## src/hw/rtl/lagd_pkg.sv

```systemverilog
// ----------------------------------------------------------------------------
// lagd_pkg
// Shared constants and types for the linear array gain pipeline.
// ----------------------------------------------------------------------------
package lagd_pkg;

    localparam logic [30:0] Q30_ONE = 31'h4000_0000;
    localparam logic [31:0] PHASE_QUARTER = 32'h4000_0000;

    // odd sine polynomial over a quarter turn, q30
    localparam logic [30:0] POLY_C1 = 31'd1686629713;
    localparam logic [30:0] POLY_C3 = 31'd693598668;
    localparam logic [30:0] POLY_C5 = 31'd85569306;
    localparam logic [30:0] POLY_C7 = 31'd5026991;
    localparam logic [30:0] POLY_C9 = 31'd172271;

    // 10*log10(2) in q24
    localparam logic [25:0] DB_PER_OCTAVE_Q24 = 26'd50504453;
    localparam logic [5:0]  LOG_OFFSET = 6'd46;

    localparam logic [1:0] CFG_ELEMENT_COUNT   = 2'd0;
    localparam logic [1:0] CFG_ELEMENT_SPACING = 2'd1;
    localparam logic [1:0] CFG_STEER_ANGLE     = 2'd2;

    typedef struct packed {
        logic ovf;
        logic peak;
    } div_side_t;

    typedef struct packed {
        logic [5:0] expo;
        logic       zero;
        logic       peak;
    } log_side_t;

endpackage

```

## src/hw/rtl/lagd_sqr_cell.sv

```systemverilog
// ----------------------------------------------------------------------------
// lagd_sqr_cell
// One log2 fraction bit by squaring a normalised q30 mantissa.
// ----------------------------------------------------------------------------
module lagd_sqr_cell import lagd_pkg::*; (
    input  logic        aclk,
    input  logic        en,
    input  logic [30:0] mant_in,
    input  logic [15:0] frac_in,
    input  log_side_t   side_in,
    output logic [30:0] mant_out,
    output logic [15:0] frac_out,
    output log_side_t   side_out
);

    logic [61:0] mm;
    logic [31:0] sq;
    logic [30:0] mant_next;
    logic [30:0] mant_reg;
    logic [15:0] frac_reg;
    log_side_t   side_reg;

    always_comb begin
        mm        = {31'b0, mant_in} * {31'b0, mant_in};
        sq        = mm[61:30];
        mant_next = sq[31] ? sq[31:1] : sq[30:0];
    end

    always_ff @(posedge aclk) begin
        if (en) begin
            mant_reg <= mant_next;
            frac_reg <= {frac_in[14:0], sq[31]};
            side_reg <= side_in;
        end
    end

    assign mant_out = mant_reg;
    assign frac_out = frac_reg;
    assign side_out = side_reg;

endmodule
```

## config.mk

```make
export PLATFORM = sky130hd
export DESIGN_NAME = lagd_sqr_cell
export DESIGN_NICKNAME = d
export VERILOG_FILES = /design/src/hw/rtl/lagd_pkg.sv /design/src/hw/rtl/lagd_sqr_cell.sv
export SDC_FILE = /design/constraint.sdc
export NUM_CORES = 2
export LEC_CHECK = 0
export ABC_AREA = 1
export BUFFER_PORTS_ARGS = -buffer_cell sky130_fd_sc_hd__buf_4
export CAP_MARGIN = 25
export CORE_MARGIN = 1.5
export CORE_UTILIZATION = 45
export DETAILED_ROUTE_END_ITERATION = 10
export PLACE_DENSITY = 0.71
export SYNTH_ARGS = -nofsm -noshare
export SYNTH_HDL_FRONTEND = slang
export SYNTH_SLANG_ARGS = --single-unit
```

## constraint.sdc

```tcl
create_clock -name aclk -period 23.8 [get_ports aclk]
set_clock_uncertainty 0.2 [all_clocks]
set_input_delay 2.38 -clock aclk [delete_from_list [all_inputs] [get_ports aclk]]
set_output_delay 2.38 -clock aclk [all_outputs]
set_load 0.05 [all_outputs]
```

# [Word-level counts from Yosys, hierarchy flattened]
# Cells that the tools add are included.
[word_totals] ff_bits=55 out_inout_bits=55 elab_cells=8
[classes] mul=1 mux=1
[ops] cell="$mul A31 B31 Y62" n=1
[ops] cell="$mux W30" n=1

# [Depth between registers and ports, before layout]
[depth] ltp_word=2 mapped_depth=34 ltp_nobuf=31

# [Worst setup path before layout]
# OpenSTA, ideal clock, no wires.
[synth_path] path_type="input port to flip-flop" start="input port mant_in[25]" end="register mant_reg[23], in the netlist mant_out[23] (data pin)" arrival_ns=8.642 setup_slack_ns=14.706 path_stages=30 path_buffers=3 cell_sequence="clkbuf_1 -> buf_1 -> nand2_1 -> fa_1 -> fa_1 -> inv_1 -> fa_1 -> inv_1 -> fa_1 -> inv_1 -> fa_1 -> fa_1 -> fa_1 -> inv_1 -> fa_1 -> inv_1 -> ha_1 -> nand2_1 -> nand2_1 -> a21oi_2 -> nand2_1 -> nand2_1 -> nand2_1 -> a21oi_2 -> nand2_2 -> nand2_1 -> nand2_2 -> buf_6 -> nand2_1 -> nand2_1"
[synth_via] elab_chain_cells=2
[synth_rtl] element="start: declaration" line_no="lagd_sqr_cell.sv:8" text="input logic [30:0] mant_in,"
[synth_rtl] element="$mul A31 B31 Y62" line_no="lagd_sqr_cell.sv:24" text="mm = {31'b0, mant_in} * {31'b0, mant_in};"
[synth_rtl] element="$mux W30" line_no="lagd_sqr_cell.sv:26" text="mant_next = sq[31] ? sq[31:1] : sq[30:0];"
[synth_rtl] element="named net mant_next[23]" line_no="lagd_sqr_cell.sv:18" text="logic [30:0] mant_next;"
[synth_rtl] element="end signal: assignment" line_no="lagd_sqr_cell.sv:31" text="mant_reg <= mant_next;"
[synth_rtl] element="end: declaration" line_no="lagd_sqr_cell.sv:19" text="logic [30:0] mant_reg;"
# The timed path passes the listed nets, and every way through them passes these cells.
# A chain may end at the register's enable or synchronous reset.

# [Worst setup path in the final report]
[layout_path] start="input port mant_in[17]" end="register mant_reg[25], in the netlist mant_out[25] (data pin)"
# Same word-level chain as after synthesis.

==> summary.txt <==
STA
------------------------------------------------------------------------------------
Number of hold violations in the final report                                      0
Highest attainable clock frequency                                        0.1037 GHz
Post-route clock period utilization                                           40.51%
Final Max Tran Viols                                                               0
Unrepaired setup endpoints after global routing                                   no
Slew of the pin with the lowest slew margin                                 808.4 ps
Tmin final                                                                   9642 ps
Hold_ws                                                                      2055 ps
Worst slew slack as a fraction of its limit                                   45.61%
Worst setup slack after layout                                              14160 ps
Final setup violation count                                                        0
Post-route setup TNS                                                            0 ps

MIN PATH
------------------------------------------------------------------------------------
Hold path startpoint                                                     frac_in[10]
Path category of the worst min-delay check                              primary input to flop
Cell depth of the worst min-delay path                                             1
Worst-case hold path end point                                          frac_out[11]

SYNTHESIS
------------------------------------------------------------------------------------
Area fraction of the dominant cell type after synthesis                       47.89%
Synthesized-area fraction occupied by ao, oa, aoi and oai cells               1.635%
Yosys top cell by area                                                  sky130_fd_sc_hd__fa_1
Distinct cell type count after synthesis                                          35
Mean area per synthesized cell                                             7.992 µm²
Net count of the mapped netlist                                                 4980
Fraction of synthesis flops using an asynchronous set or reset pin                0%
Sequential cell area fraction in the yosys report                             5.289%
Post-synthesis share of cell area spent on xor and xnor gates                0.8695%
Yosys warnings                                                                     0
Cells after Synth                                                               3907
Adder-Cell Fraction of Synth Area                                             58.67%
Post-synthesis simple-gate area fraction                                      16.14%
Number of synthesized register bits                                               55
Netlist area before placement                                              31230 µm²
Most used flip-flop cell after synthesis                                sky130_fd_sc_hd__edfxtp_1
Dominant combinational cell family by area after synthesis               adder cells
Share of cell area taken by muxes after synthesis                                 0%
Cell types occupying the most area after synthesis                      sky130_fd_sc_hd__fa_1 48%, sky130_fd_sc_hd__inv_1 16%, sky130_fd_sc_hd__nand2_1 13%
Number of synthesized flops with an enable pin                                    55

ROUTING
------------------------------------------------------------------------------------
Vias after detailed routing                                                    22797
Routed wire length per instance                                             14.92 µm
Uppermost routed layer                                                          met4
Routed wl met2                                                              37.38 mm
Total wirelength of the detailed-routed design                              72.42 mm
Number of DRC violations after detailed-routing iteration 0                     1352
Metal3 WL                                                                   2.932 mm
Number of antenna-violating nets in the routed design                              0
Vias per Instance                                                              4.696
DR pass1 iterations                                                                5
DRC violations left                                                                0
WL met1                                                                     30.31 mm

CLOCKING
------------------------------------------------------------------------------------
Reg clk slew, reported paths                                                   70 ps
Root buffer cell                                                        sky130_fd_sc_hd__clkbuf_16
Number of buffers inserted for hold repair after clock tree synthesis              0
Number of setup buffers added after CTS                                            0
CTS H-tree depth                                                                   2
Maximum clock path buffer count                                                    2
Count of cells resized by post-cts repair                                          0
Clock tree from TritonCTS                                                      built
Number of buffers added by the clock tree synthesis step                           5
# clock sinks                                                                     55

CRITICAL PATH
------------------------------------------------------------------------------------
Critical Path Source Type                                               primary input
Data arrival time at the worst-slack endpoint                                9480 ps
Critical path cell sequence                                             buf_4 > nand2_1 > fa_1 > fa_1 > inv_1 > fa_1 > fa_1 > fa_1 > fa_1 > fa_1 > ha_1 > ha_1 > nand2_1 > nor2_1 > nand2_1 > nor4_1 > nand3_1 > nand3_1 > nand2_1 > nand2_1 > nand2_1
Largest fanout on the critical path                                               33
WS Path Type                                                            primary input to flop
Type of element capturing the critical path                                     flop
Delay of the slowest cell on the worst path                                   650 ps
Master of the slowest instance on the critical path                     sky130_fd_sc_hd__nor4_1
Most frequent CP cell                                                   sky130_fd_sc_hd__fa_1
WP data required                                                            23640 ps

FINAL LAYOUT
------------------------------------------------------------------------------------
Share of final-layout standard cells stronger than drive strength 1           3.797%
Area of the multi-input gates                                              24140 µm²
Synthesis-to-layout area growth                                               5.550%
Most frequent cells in the layout                                       1330 x sky130_fd_sc_hd__inv_1, 1043 x sky130_fd_sc_hd__nand2_1, 747 x sky130_fd_sc_hd__fa_1
Most common library cell in the layout ignoring fill and taps           sky130_fd_sc_hd__inv_1
Final #Nets                                                                     4996
Fill cell instance count of the final layout                                    6673
Count of inserted antenna diode cells                                              0
Combined flip-flop and latch cell area                                      1652 µm²

GLOBAL ROUTE
------------------------------------------------------------------------------------
Maximum number of pins on one net before global-route repair                      56
Initial antenna violation count                                                    0
Total routing resource utilization after global routing                       21.99%
Wire length of the first global-routing pass                                124.9 mm
Number of global-route vias before repair                                      25352
Global route overflow                                                              0

FLOW RUN
------------------------------------------------------------------------------------
Max capacitance violation total                                                    0

FLOORPLAN
------------------------------------------------------------------------------------
Die X-Extent                                                                266.4 µm
Number of top-level design ports                                                 112
Effective utilization at floorplan                                            45.53%
Total die area                                                             70980 µm²
Area of the core                                                           68590 µm²
Total number of placement rows                                                    96
Vert. Die Dim                                                               266.4 µm

PLACE
------------------------------------------------------------------------------------
HPWL Detailed                                                               62.41 mm
Last weighted congestion value of the routability-driven placer               0.9781
Number of buffers inserted by port buffering                                     110
Post-placement worst setup slack                                            14030 ps

OUTCOME
------------------------------------------------------------------------------------
Status                                                                  finished, final reports clean

-- layer usage --
| metal | up-vias | global-route usage (%) |
|---|---|---|
| met3 | 113 | 1.596 |
| met4 | 0 | 5.390 |
| met2 | 509 | 40.05 |
| li1 | 10914 | - |
| met1 | 11261 | 28.35 |
| met5 | - | 0 |
-- final cells by class --
cell class | count | area share, %
clock buffer | 6 | 0.3910
clock inverter | 2 | 0.1177
inverter | 1334 | 15.19
multi-input combinational | 2417 | 73.25
sequential | 55 | 5.011
tap | 931 | 3.534
timing repair buffer | 110 | 2.506
-- worst max-delay path, delay by kind of cell --
family	cells	cell delay, ps
adder cells (fa/ha/maj)	9	4270
AND/OR/NAND/NOR	10	2300
buffers and inverters	2	470
-- cells in the mapped netlist, types with 2 or more instances --
master                        n
sky130_fd_sc_hd__a21o_1       2
sky130_fd_sc_hd__a21oi_1     54
sky130_fd_sc_hd__a21oi_2      2
sky130_fd_sc_hd__a31o_2       2
sky130_fd_sc_hd__and3_1       2
sky130_fd_sc_hd__buf_1       11
sky130_fd_sc_hd__buf_6        6
sky130_fd_sc_hd__clkbuf_1    83
sky130_fd_sc_hd__edfxtp_1    55
sky130_fd_sc_hd__fa_1       747
sky130_fd_sc_hd__ha_1       269
sky130_fd_sc_hd__inv_1     1330
sky130_fd_sc_hd__inv_2        4
sky130_fd_sc_hd__nand2_1   1043
sky130_fd_sc_hd__nand2_2     11
sky130_fd_sc_hd__nand3_1     69
sky130_fd_sc_hd__nand3b_1     3
sky130_fd_sc_hd__nand4_1     14
sky130_fd_sc_hd__nor2_1     110
sky130_fd_sc_hd__nor2_2       5
sky130_fd_sc_hd__nor2_4       2
sky130_fd_sc_hd__nor3_1       8
sky130_fd_sc_hd__nor4_1       5
sky130_fd_sc_hd__o21ai_0     16
sky130_fd_sc_hd__o21bai_1    12
sky130_fd_sc_hd__or2_2        4
sky130_fd_sc_hd__xnor2_1     10
sky130_fd_sc_hd__xor2_1      21
-- worst max path at each step --
stage / from / end / slack, ps
2_1_floorplan: mant_in[25] / mant_out[23] / 14710
3_3_place_gp: mant_in[18] / mant_out[25] / 14070
3_5_place_dp: mant_in[18] / mant_out[15] / 14030
4_1_cts: mant_in[17] / mant_out[25] / 14340
5_1_grt: mant_in[16] / mant_out[28] / 13890
6_report: mant_in[17] / mant_out[25] / 14160
-- state kept, by name (all words and copies together) (netlist names) --
register and count:
frac_out 16, mant_out 31, side_out 8
-- metrics by stage --
step	instances	util, %	instance area, µm²
2_1_floorplan	3907	-	31230
3_3_place_gp	4847	47.81	32790
3_5_place_dp	4847	47.81	32790
4_1_cts	4855	48.06	32960
5_1_grt	4855	48.06	32960
6_report	4855	48.06	32960
-- logic make-up (layout without fill, tap and decap cells) --
| kind of cell | count (synthesis) | in the layout |
|---|---|---|
| AOI/OAI and AO/OA | 91 | 91 |
| xor gates and xnor gates | 31 | 31 |
| adders and majority gates | 1016 | 1016 |
| buffers and inverters | 1435 | 1452 |
| DFF | 55 | 55 |
| and+or+nand+nor | 1279 | 1279 |
Power is not shown: default switching activity piles up to over one toggle a cycle in this logic, so the estimate is an artifact.
