--- config.mk ---
export PLATFORM = sky130hd
export DESIGN_NAME = lagd_div_cell
export DESIGN_NICKNAME = d
export VERILOG_FILES = /design/src/hw/rtl/lagd_pkg.sv /design/src/hw/rtl/lagd_div_cell.sv
export SDC_FILE = /design/constraint.sdc
export NUM_CORES = 1
export LEC_CHECK = 0
export ABC_AREA = 1
export CAP_MARGIN = 10
export CORE_MARGIN = 4
export CORE_UTILIZATION = 50
export DETAILED_ROUTE_END_ITERATION = 8
export DONT_BUFFER_PORTS = 1
export GPL_ROUTABILITY_DRIVEN = 0
export MAX_ROUTING_LAYER = met4
export PLACE_DENSITY = 0.64
export SYNTH_ARGS = -nofsm -noshare
export SYNTH_HDL_FRONTEND = slang
export SYNTH_SLANG_ARGS = --single-unit
--- constraint.sdc ---
create_clock -name aclk -period 3.55 [get_ports aclk]
set_clock_uncertainty 0.15 [all_clocks]
set_input_delay 0.8875 -clock aclk [delete_from_list [all_inputs] [get_ports aclk]]
set_output_delay 0.8875 -clock aclk [all_outputs]
set_load 0.02 [all_outputs]
--- src/hw/rtl/lagd_pkg.sv ---
// ----------------------------------------------------------------------------
// lagd_pkg
// Shared constants and types for the linear array gain pipeline.
// ----------------------------------------------------------------------------
package lagd_pkg;

    localparam logic [30:0] Q30_ONE = 31'h4000_0000;
    localparam logic [31:0] PHASE_QUARTER = 32'h4000_0000;

    // odd sine polynomial over a quarter turn, q30
    localparam logic [30:0] POLY_C1 = 31'd1686629713;
    localparam logic [30:0] POLY_C3 = 31'd693598668;
    localparam logic [30:0] POLY_C5 = 31'd85569306;
    localparam logic [30:0] POLY_C7 = 31'd5026991;
    localparam logic [30:0] POLY_C9 = 31'd172271;

    // 10*log10(2) in q24
    localparam logic [25:0] DB_PER_OCTAVE_Q24 = 26'd50504453;
    localparam logic [5:0]  LOG_OFFSET = 6'd46;

    localparam logic [1:0] CFG_ELEMENT_COUNT   = 2'd0;
    localparam logic [1:0] CFG_ELEMENT_SPACING = 2'd1;
    localparam logic [1:0] CFG_STEER_ANGLE     = 2'd2;

    typedef struct packed {
        logic ovf;
        logic peak;
    } div_side_t;

    typedef struct packed {
        logic [5:0] expo;
        logic       zero;
        logic       peak;
    } log_side_t;

endpackage

--- src/hw/rtl/lagd_div_cell.sv ---
// ----------------------------------------------------------------------------
// lagd_div_cell
// One restoring division step producing quotient bit BIT.
// ----------------------------------------------------------------------------
module lagd_div_cell import lagd_pkg::*; #(
    parameter int QW  = 23,
    parameter int RW  = 54,
    parameter int BIT = 0
) (
    input  logic          aclk,
    input  logic          en,
    input  logic [RW-1:0] rem_in,
    input  logic [30:0]   den_in,
    input  logic [QW-1:0] quo_in,
    input  div_side_t     side_in,
    output logic [RW-1:0] rem_out,
    output logic [30:0]   den_out,
    output logic [QW-1:0] quo_out,
    output div_side_t     side_out
);

    logic [RW-1:0] trial;
    logic [RW-1:0] rem_next;
    logic [QW-1:0] quo_next;
    logic [RW-1:0] rem_reg;
    logic [30:0]   den_reg;
    logic [QW-1:0] quo_reg;
    div_side_t     side_reg;

    always_comb begin
        trial    = RW'(den_in) << BIT;
        rem_next = rem_in;
        quo_next = quo_in;
        if (rem_in >= trial) begin
            rem_next      = rem_in - trial;
            quo_next[BIT] = 1'b1;
        end
    end

    always_ff @(posedge aclk) begin
        if (en) begin
            rem_reg  <= rem_next;
            den_reg  <= den_in;
            quo_reg  <= quo_next;
            side_reg <= side_in;
        end
    end

    assign rem_out  = rem_reg;
    assign den_out  = den_reg;
    assign quo_out  = quo_reg;
    assign side_out = side_reg;

endmodule

# Word-level counts from Yosys, hierarchy flattened
# Cells that the tools add are included.
classes:
  div_mod_pow: 0
  mul: 0
  addsub: 1
  order_cmp: 1
  eq_ne: 0
  muxes: 1
  n_shift: 0
  bitwise: 0
  reduce_logical: 0
ops:
  columns: ["op", "count"]
  rows:
  - ["$ge A54 B31 Y1", 1]
  - ["$mux W54", 1]
  - ["$sub A54 B31 Y54", 1]
totals:
  rom_bits: 0
  latchBits: 0
  ff_bits: 110
  n_memories: 0
  input_bits: 112
  word_cells: 9
  ramBits: 0

# Logic depth before layout (Yosys ltp)
# Gate-level depths: netlist of the first run.
depth:
  depth_word: 2
  depth_mapped: 16
  depth_no_buf: 16

# Least setup slack after synthesis of the first run
# OpenSTA, ideal clock, no wires.
synth_timing:
  path_type: "input-to-reg"
  from: "input rem_in[0]"
  to: "register rem_reg[40] (netlist: rem_out[40]) (data pin)"
  required_time_ns: 3.147
  arrival_time_ns: 2.428
  setup_slack_ns: 0.719
  path_stages: 14
  n_path_buf: 0
  cell_sequence: "inv_1 -> ha_1 -> inv_1 -> fa_1 -> nand3_1 -> nand3_1 -> nand2_1 -> nand2_1 -> nand2_1 -> nand3_1 -> a21boi_0 -> inv_1 -> nand2_1 -> nand2_1"
synth_between:
  elab_chain_cells: 2
  elab_cells_between_ends: 3
  cone_classes: "add/sub (1); order compare (1); mux (1)"
synth_rtl:
  columns: ["element", "line_no", "text"]
  rows:
  - ["start, declared", "lagd_div_cell.sv:12", "input logic [RW-1:0] rem_in,"]
  - ["$sub A54 B31 Y54 / $ge A54 B31 Y1 (equally long branches)", "lagd_div_cell.sv:35, lagd_div_cell.sv:34", null]
  - ["$mux W54 (*)", "lagd_div_cell.sv:34", "if (rem_in >= trial) begin"]
  - ["net rem_next[40]", "lagd_div_cell.sv:23", "logic [RW-1:0] rem_next;"]
  - ["end signal, assigned", "lagd_div_cell.sv:42", "rem_reg <= rem_next;"]
  - ["end, declared", "lagd_div_cell.sv:25", "logic [RW-1:0] rem_reg;"]
# Mark *: on every way through the listed nets, which the timed path passes. The rest lies on a longest branch.
# A chain may end at the register's enable or synchronous reset.

# Final worst setup path of the first run
# Ends and elaborated chain as after synthesis.

==> results of run 1 <==
## power groups by stage
stage	Combinational [mW]	Sequential (mW)	Clock (mW)
final	0.605	1.82	0.980
after global routing	0.686	1.83	1.08
after global placement	0.588	1.86	0
after detailed placement	0.593	1.86	0
after floorplan	0.440	1.83	0
after CTS	0.597	1.83	1.01
## final timing paths
path,to,slack (ns),cells after the start
max,rem_out[40]$_DFFE_PP_,0.63,14
min,den_out[1]$_DFFE_PP_,0.47,0
## layout make-up
| cell class | count | area [um^2] |
|---|---|---|
| fillers | 1511 | 6890 |
| flip-flops and latches | 110 | 3300 |
| clock inverters | 7 | 66.3 |
| well taps | 211 | 264 |
| repair buffers | 9 | 80.1 |
| inverters | 245 | 922 |
| clock buffers | 9 | 225 |
| multi-input cells | 743 | 3510 |
## placed cells by master (no fill, tap or decap), drive strengths merged
master	instances
a21boi	2
a21oi	29
and2	2
and3	1
buf	9
clkbuf	9
clkinv	4
edfxtp	110
fa	1
ha	31
inv	248
nand2	449
nand3	68
nand3b	2
nand4	15
nor2	105
nor3	7
nor3b	2
nor4	1
o21ai	4
or2	1
xor2	23
## kinds of logic after synthesis
logic type | count (synthesis) | synth area share
buffers and inverters | 254 | 0.128
DFF | 110 | 0.423
adders and majority gates | 32 | 0.0522
AOI/OAI and AO/OA | 35 | 0.0293
xor gates and xnor gates | 23 | 0.0258
and+or+nand+nor | 653 | 0.342
## state kept, by name (all words and copies together) (netlist names)
| name | flops |
|---|---|
| rem_out | 54 |
| quo_out | 23 |
| side_out | 2 |
| den_out | 31 |
## per-layer routing
layer  routed length (um)  global-route usage  vias up  part of all wire
li1                     -                   -     3400                 -
met1                 9540               0.336     2968              0.44
met2                 9500               0.375      311              0.44
met3                 2130              0.0551       35             0.098
met4                  574              0.0837        0             0.026
met5                    0                   -        -                 0
## metrics by stage
| stage | hold slack, ns | utilization | power (mW) | worst slack (ns) |
|---|---|---|---|---|
| 2_1_floorplan | 0.836 | - | 2.27 | 0.719 |
| 3_3_place_gp | 0.836 | 0.530 | 2.45 | 0.320 |
| 3_5_place_dp | 0.836 | 0.530 | 2.45 | 0.285 |
| 4_1_cts | 0.455 | 0.549 | 3.44 | 0.674 |
| 5_1_grt | 0.452 | 0.549 | 3.60 | 0.480 |
| 6_report | 0.465 | 0.549 | 3.41 | 0.633 |
==> out/metrics.cfg, run 1 <==
[cts]
cts_tree=built
hold_buffers=0
cts-root-buf=clkbuf_16
clock-sinks=110
cts_made_buffers=9
cts_buffer_depth=2
cts.htree.levels=3
path_clk_slew_ns=0.08
cts_setup_buffers=0
ctsResizeCount=0

[place]
placed_cells=1318
place_area_um2=8080
numPortBuffers=0
dp_hpwl_mm=17.8

[routing]
vias_per_cell=5.03
wl_per_cell_um=16.3
drc_errors=0
ant_nets=0
wirelength_mm=21.7
vias=6714
firstDrtPassIters=8
drt-initial-drc-count=560

[yosys]
async_reset_ff_frac=0
syn_inst=1107
synthTopCellsByArea=edfxtp_1 (42%), nand2_1 (21%), inv_1 (12%)
ys_warn_count=0
synthDistinctLibCells=32
synth-edff-count=110
yosys.area.top_type=edfxtp_1
syn_nets=1251
synthFlopType=edfxtp_1
synth_top_cell_area_share=0.423
syn_area_um2=7820
synth_most_common_cell=nand2_1
synth_commonest_cells=nand2_1 (446), inv_1 (241), edfxtp_1 (110)
ys_seq_area_frac=0.423
avgSynthCellArea_um2=7.06
synth_seq_cells=110

[worst_setup_path]
worstSetupPathType=in2reg
end_kind=flip-flop
cp_cell_sequence=inv_1 -> ha_1 -> inv_1 -> fa_1 -> nand3_1 -> nand3_1 -> nand2_1 -> nand2_1 -> nand2_1 -> nand3_1 -> a21boi_0 -> inv_1 -> nand2_1 -> nand2_1
cp_max_fo=4
cp.required_ns=3.53
max_stage_delay_ns=0.46
cp_slowest_cell=fa_1
cp-startpoint=rem_in[0]
worst_path_dominant_cell_family=simple AND/OR/NAND/NOR gates
cp_num_buf_inv=3
start_kind=input pin
critPathArrivalTime_ns=2.89
crit_top_cell=nand2_1

[flow_run]
maxCapViolCount=0

[grt]
overflow=0
grt_max_degree=111
grt_use_total=0.250
grt_pass1_wl_mm=33.5
antenna_found_initial=0
first_global_vias=6109

[sta]
min_period_ns=2.92
rsz0062_at_grt=false
tns_ns=0
hold_violations=0
max_slew_margin=0.690
slew_viol_final=0
setup_violations=0
period_share=0.822
worst_slew_pin_slew_ns=0.461
fmax_mhz=343

[hold_path]
hp-class=in2reg
hold_start=den_in[1]

[layout]
layout-drive-gt1-share=0.0499
area_growth_pct=7.11
fin_area_um2=8370
diodes=0
nets=1262
final_cells=1334

[pwr]
seqPwrFrac=0.535
vdd_drop_max_v=0.000232
p_leak_nw=4.25
cellPowerDensity_nw_per_um2=407
power.switching_mw=1.11
pwr-share-clk=0.288
internal_power_mw=2.30
switching_share=0.326
combPwrFrac=0.177

[floorplan]
die_x_um=133
rows=45
io_pins=222
core_um2=15300
die_h_um=133
die_area_um2=17700
start_util=0.512

[run_status]
status=finished, final reports clean

No activity file was read; power rests on OpenSTA's default activity.
==> inputs of run 2 (changes only) <==
Clock period 3.55 ns to 3 ns, I/O delays scaled along.
==> out/metrics.cfg, run 2 (same netlist as run 1, synthesis figures left out) <==
[run_status]
status=finished, final reports clean

[layout]
layout-drive-gt1-share=0.0608  ; +0.0109
regArea_um2=3300  ; unchanged
fin_area_um2=8490  ; +1.4%
mostFrequentLayoutCells=nand2_1 (446), inv_1 (241), edfxtp_1 (110)
area_growth_pct=8.66
fin_util=0.557  ; +0.00795
mostFrequentLayoutCell=nand2_1
diodes=0  ; unchanged
nets=1274  ; +0.95%
final_cells=1346  ; +0.90%
multi_input_area_um2=3510  ; +0.11%
fill_cells=1495  ; -1.1%
largest_reg_flops=54  ; unchanged

[cts]
cts.htree.levels=3  ; unchanged
cts_buffer_depth=2  ; unchanged
cts_made_buffers=9  ; unchanged
cts_tree=built
clock-sinks=110  ; unchanged
path_clk_slew_ns=0.08  ; about the same
cts-root-buf=clkbuf_16
hold_buffers=0  ; unchanged

[sta]
rsz0062_at_grt=false
tns_ns=0  ; unchanged
worst_slew_pin_slew_ns=0.565  ; +0.103 ns
slew_viol_final=0  ; unchanged
period_share=0.928
setup_violations=0  ; unchanged
fmax_mhz=359
max_slew_margin=0.624  ; -0.0666
hold_violations=0  ; unchanged
min_period_ns=2.79

[worst_setup_path]
cp_max_fo=4  ; unchanged
critPathArrivalTime_ns=2.76  ; -0.13 ns
max_stage_delay_ns=0.45  ; about the same
cp_slowest_cell=fa_1
start_kind=input pin
cp_num_buf_inv=3  ; unchanged
end_kind=flip-flop
worst_path_dominant_cell_family=simple AND/OR/NAND/NOR gates
worstSetupPathType=in2reg
cp.required_ns=2.97  ; -0.56 ns
crit_top_cell=nand2_1
cp_cell_sequence=inv_1 -> ha_1 -> inv_1 -> fa_1 -> nand3_1 -> nand3_1 -> nand2_1 -> nand2_1 -> nand2_1 -> nand3_1 -> a21boi_2 -> inv_1 -> nand2_1 -> nand2_1

[routing]
drc_errors=0  ; unchanged
drt-initial-drc-count=545  ; -2.7%
wl_per_cell_um=16.0  ; -1.6%
routed.top_layer=met4
vias=6673  ; -0.61%
dr_wl_met3_mm=2.08  ; -2.0%
wirelength_mm=21.6  ; -0.75%
ant_nets=0  ; unchanged
firstDrtPassIters=5  ; -3
wl_met1_mm=9.63  ; +0.92%
met2WireLength_mm=9.29  ; -2.3%
vias_per_cell=4.96  ; -1.5%

[pwr]
combPwrFrac=0.179  ; +0.002
vdd_drop_max_v=0.000272  ; +17%
power.switching_mw=1.30  ; +17%
internal_power_mw=2.82  ; +23%
pwr-share-clk=0.299  ; +0.011
seqPwrFrac=0.523  ; -0.012
cellPowerDensity_nw_per_um2=486  ; +19%
p_leak_nw=4.32  ; +1.7%
total_power_mw=4.13  ; +21%
switching_share=0.316  ; -0.0103

[grt]
grt_use_total=0.248  ; -0.00245
overflow=0  ; unchanged
antenna_found_initial=0  ; unchanged
grt_max_degree=111  ; unchanged
grt_pass1_wl_mm=33.3  ; -0.51%
first_global_vias=6210  ; +1.7%

[place]
numPortBuffers=0  ; unchanged
placed_cells=1330  ; +0.91%
dp_hpwl_mm=17.6  ; -0.81%
place_area_um2=8180  ; +1.3%

[floorplan]
start_util=0.512  ; unchanged
die_area_um2=17700  ; unchanged
rows=45  ; unchanged
core_um2=15300  ; unchanged
die_h_um=133  ; unchanged
die_x_um=133  ; unchanged
io_pins=222  ; unchanged

[hold_path]
hp-class=in2reg

[flow_run]
maxCapViolCount=0  ; unchanged

-- run 2: path summary, 6_finish.rpt --
| path | to | slack (ns) | from | depth (start not counted) |
|---|---|---|---|---|
| setup / recovery | rem_out[40]$_DFFE_PP_ | 0.21 | rem_in[0] | 14 |
| hold / removal | den_out[2]$_DFFE_PP_ | 0.33 | den_in[2] | 0 |
-- run 2: metrics by stage --
| step | hold slack, ns | worst slack, ns |
|---|---|---|
| 4_1_cts | 0.317 | 0.0888 |
| 3_5_place_dp | 0.699 | -0.298 |
| 6_report | 0.326 | 0.215 |
| 3_3_place_gp | 0.699 | -0.239 |
| 5_1_grt | 0.308 | 0.0642 |
| 2_1_floorplan | 0.699 | 0.307 |
-- run 2: metal layers --
metal,up-vias,track usage
met5,-,-
met4,0,0.0820
met3,34,0.0665
met2,319,0.372
met1,2899,0.326
li1,3421,-
-- run 2: repair_timing --
| item | 4_1_cts | 5_1_grt |
|---|---|---|
| setup buffers | 0 | 0 |
| resized for setup | 0 | 2 |
| endpoints found under the setup margin | 0 | 1 |
-- run 2: layout make-up --
cell class	count	area share
Multi-Input combinational cell	743	0.414
Sequential cell	110	0.389
Inverter	245	0.109
Tap cell	211	0.0311
Clock buffer	10	0.0270
Timing Repair Buffer	21	0.0215
Clock inverter	6	0.00913
-- run 2: power groups by stage --
stage | clock (mW) | combinational (mW) | sequential (mW)
after floorplan | 0 | 0.521 | 2.17
after global placement | 0 | 0.718 | 2.20
after detailed placement | 0 | 0.725 | 2.20
after CTS | 1.26 | 0.729 | 2.16
after global routing | 1.35 | 0.832 | 2.17
final | 1.23 | 0.737 | 2.16
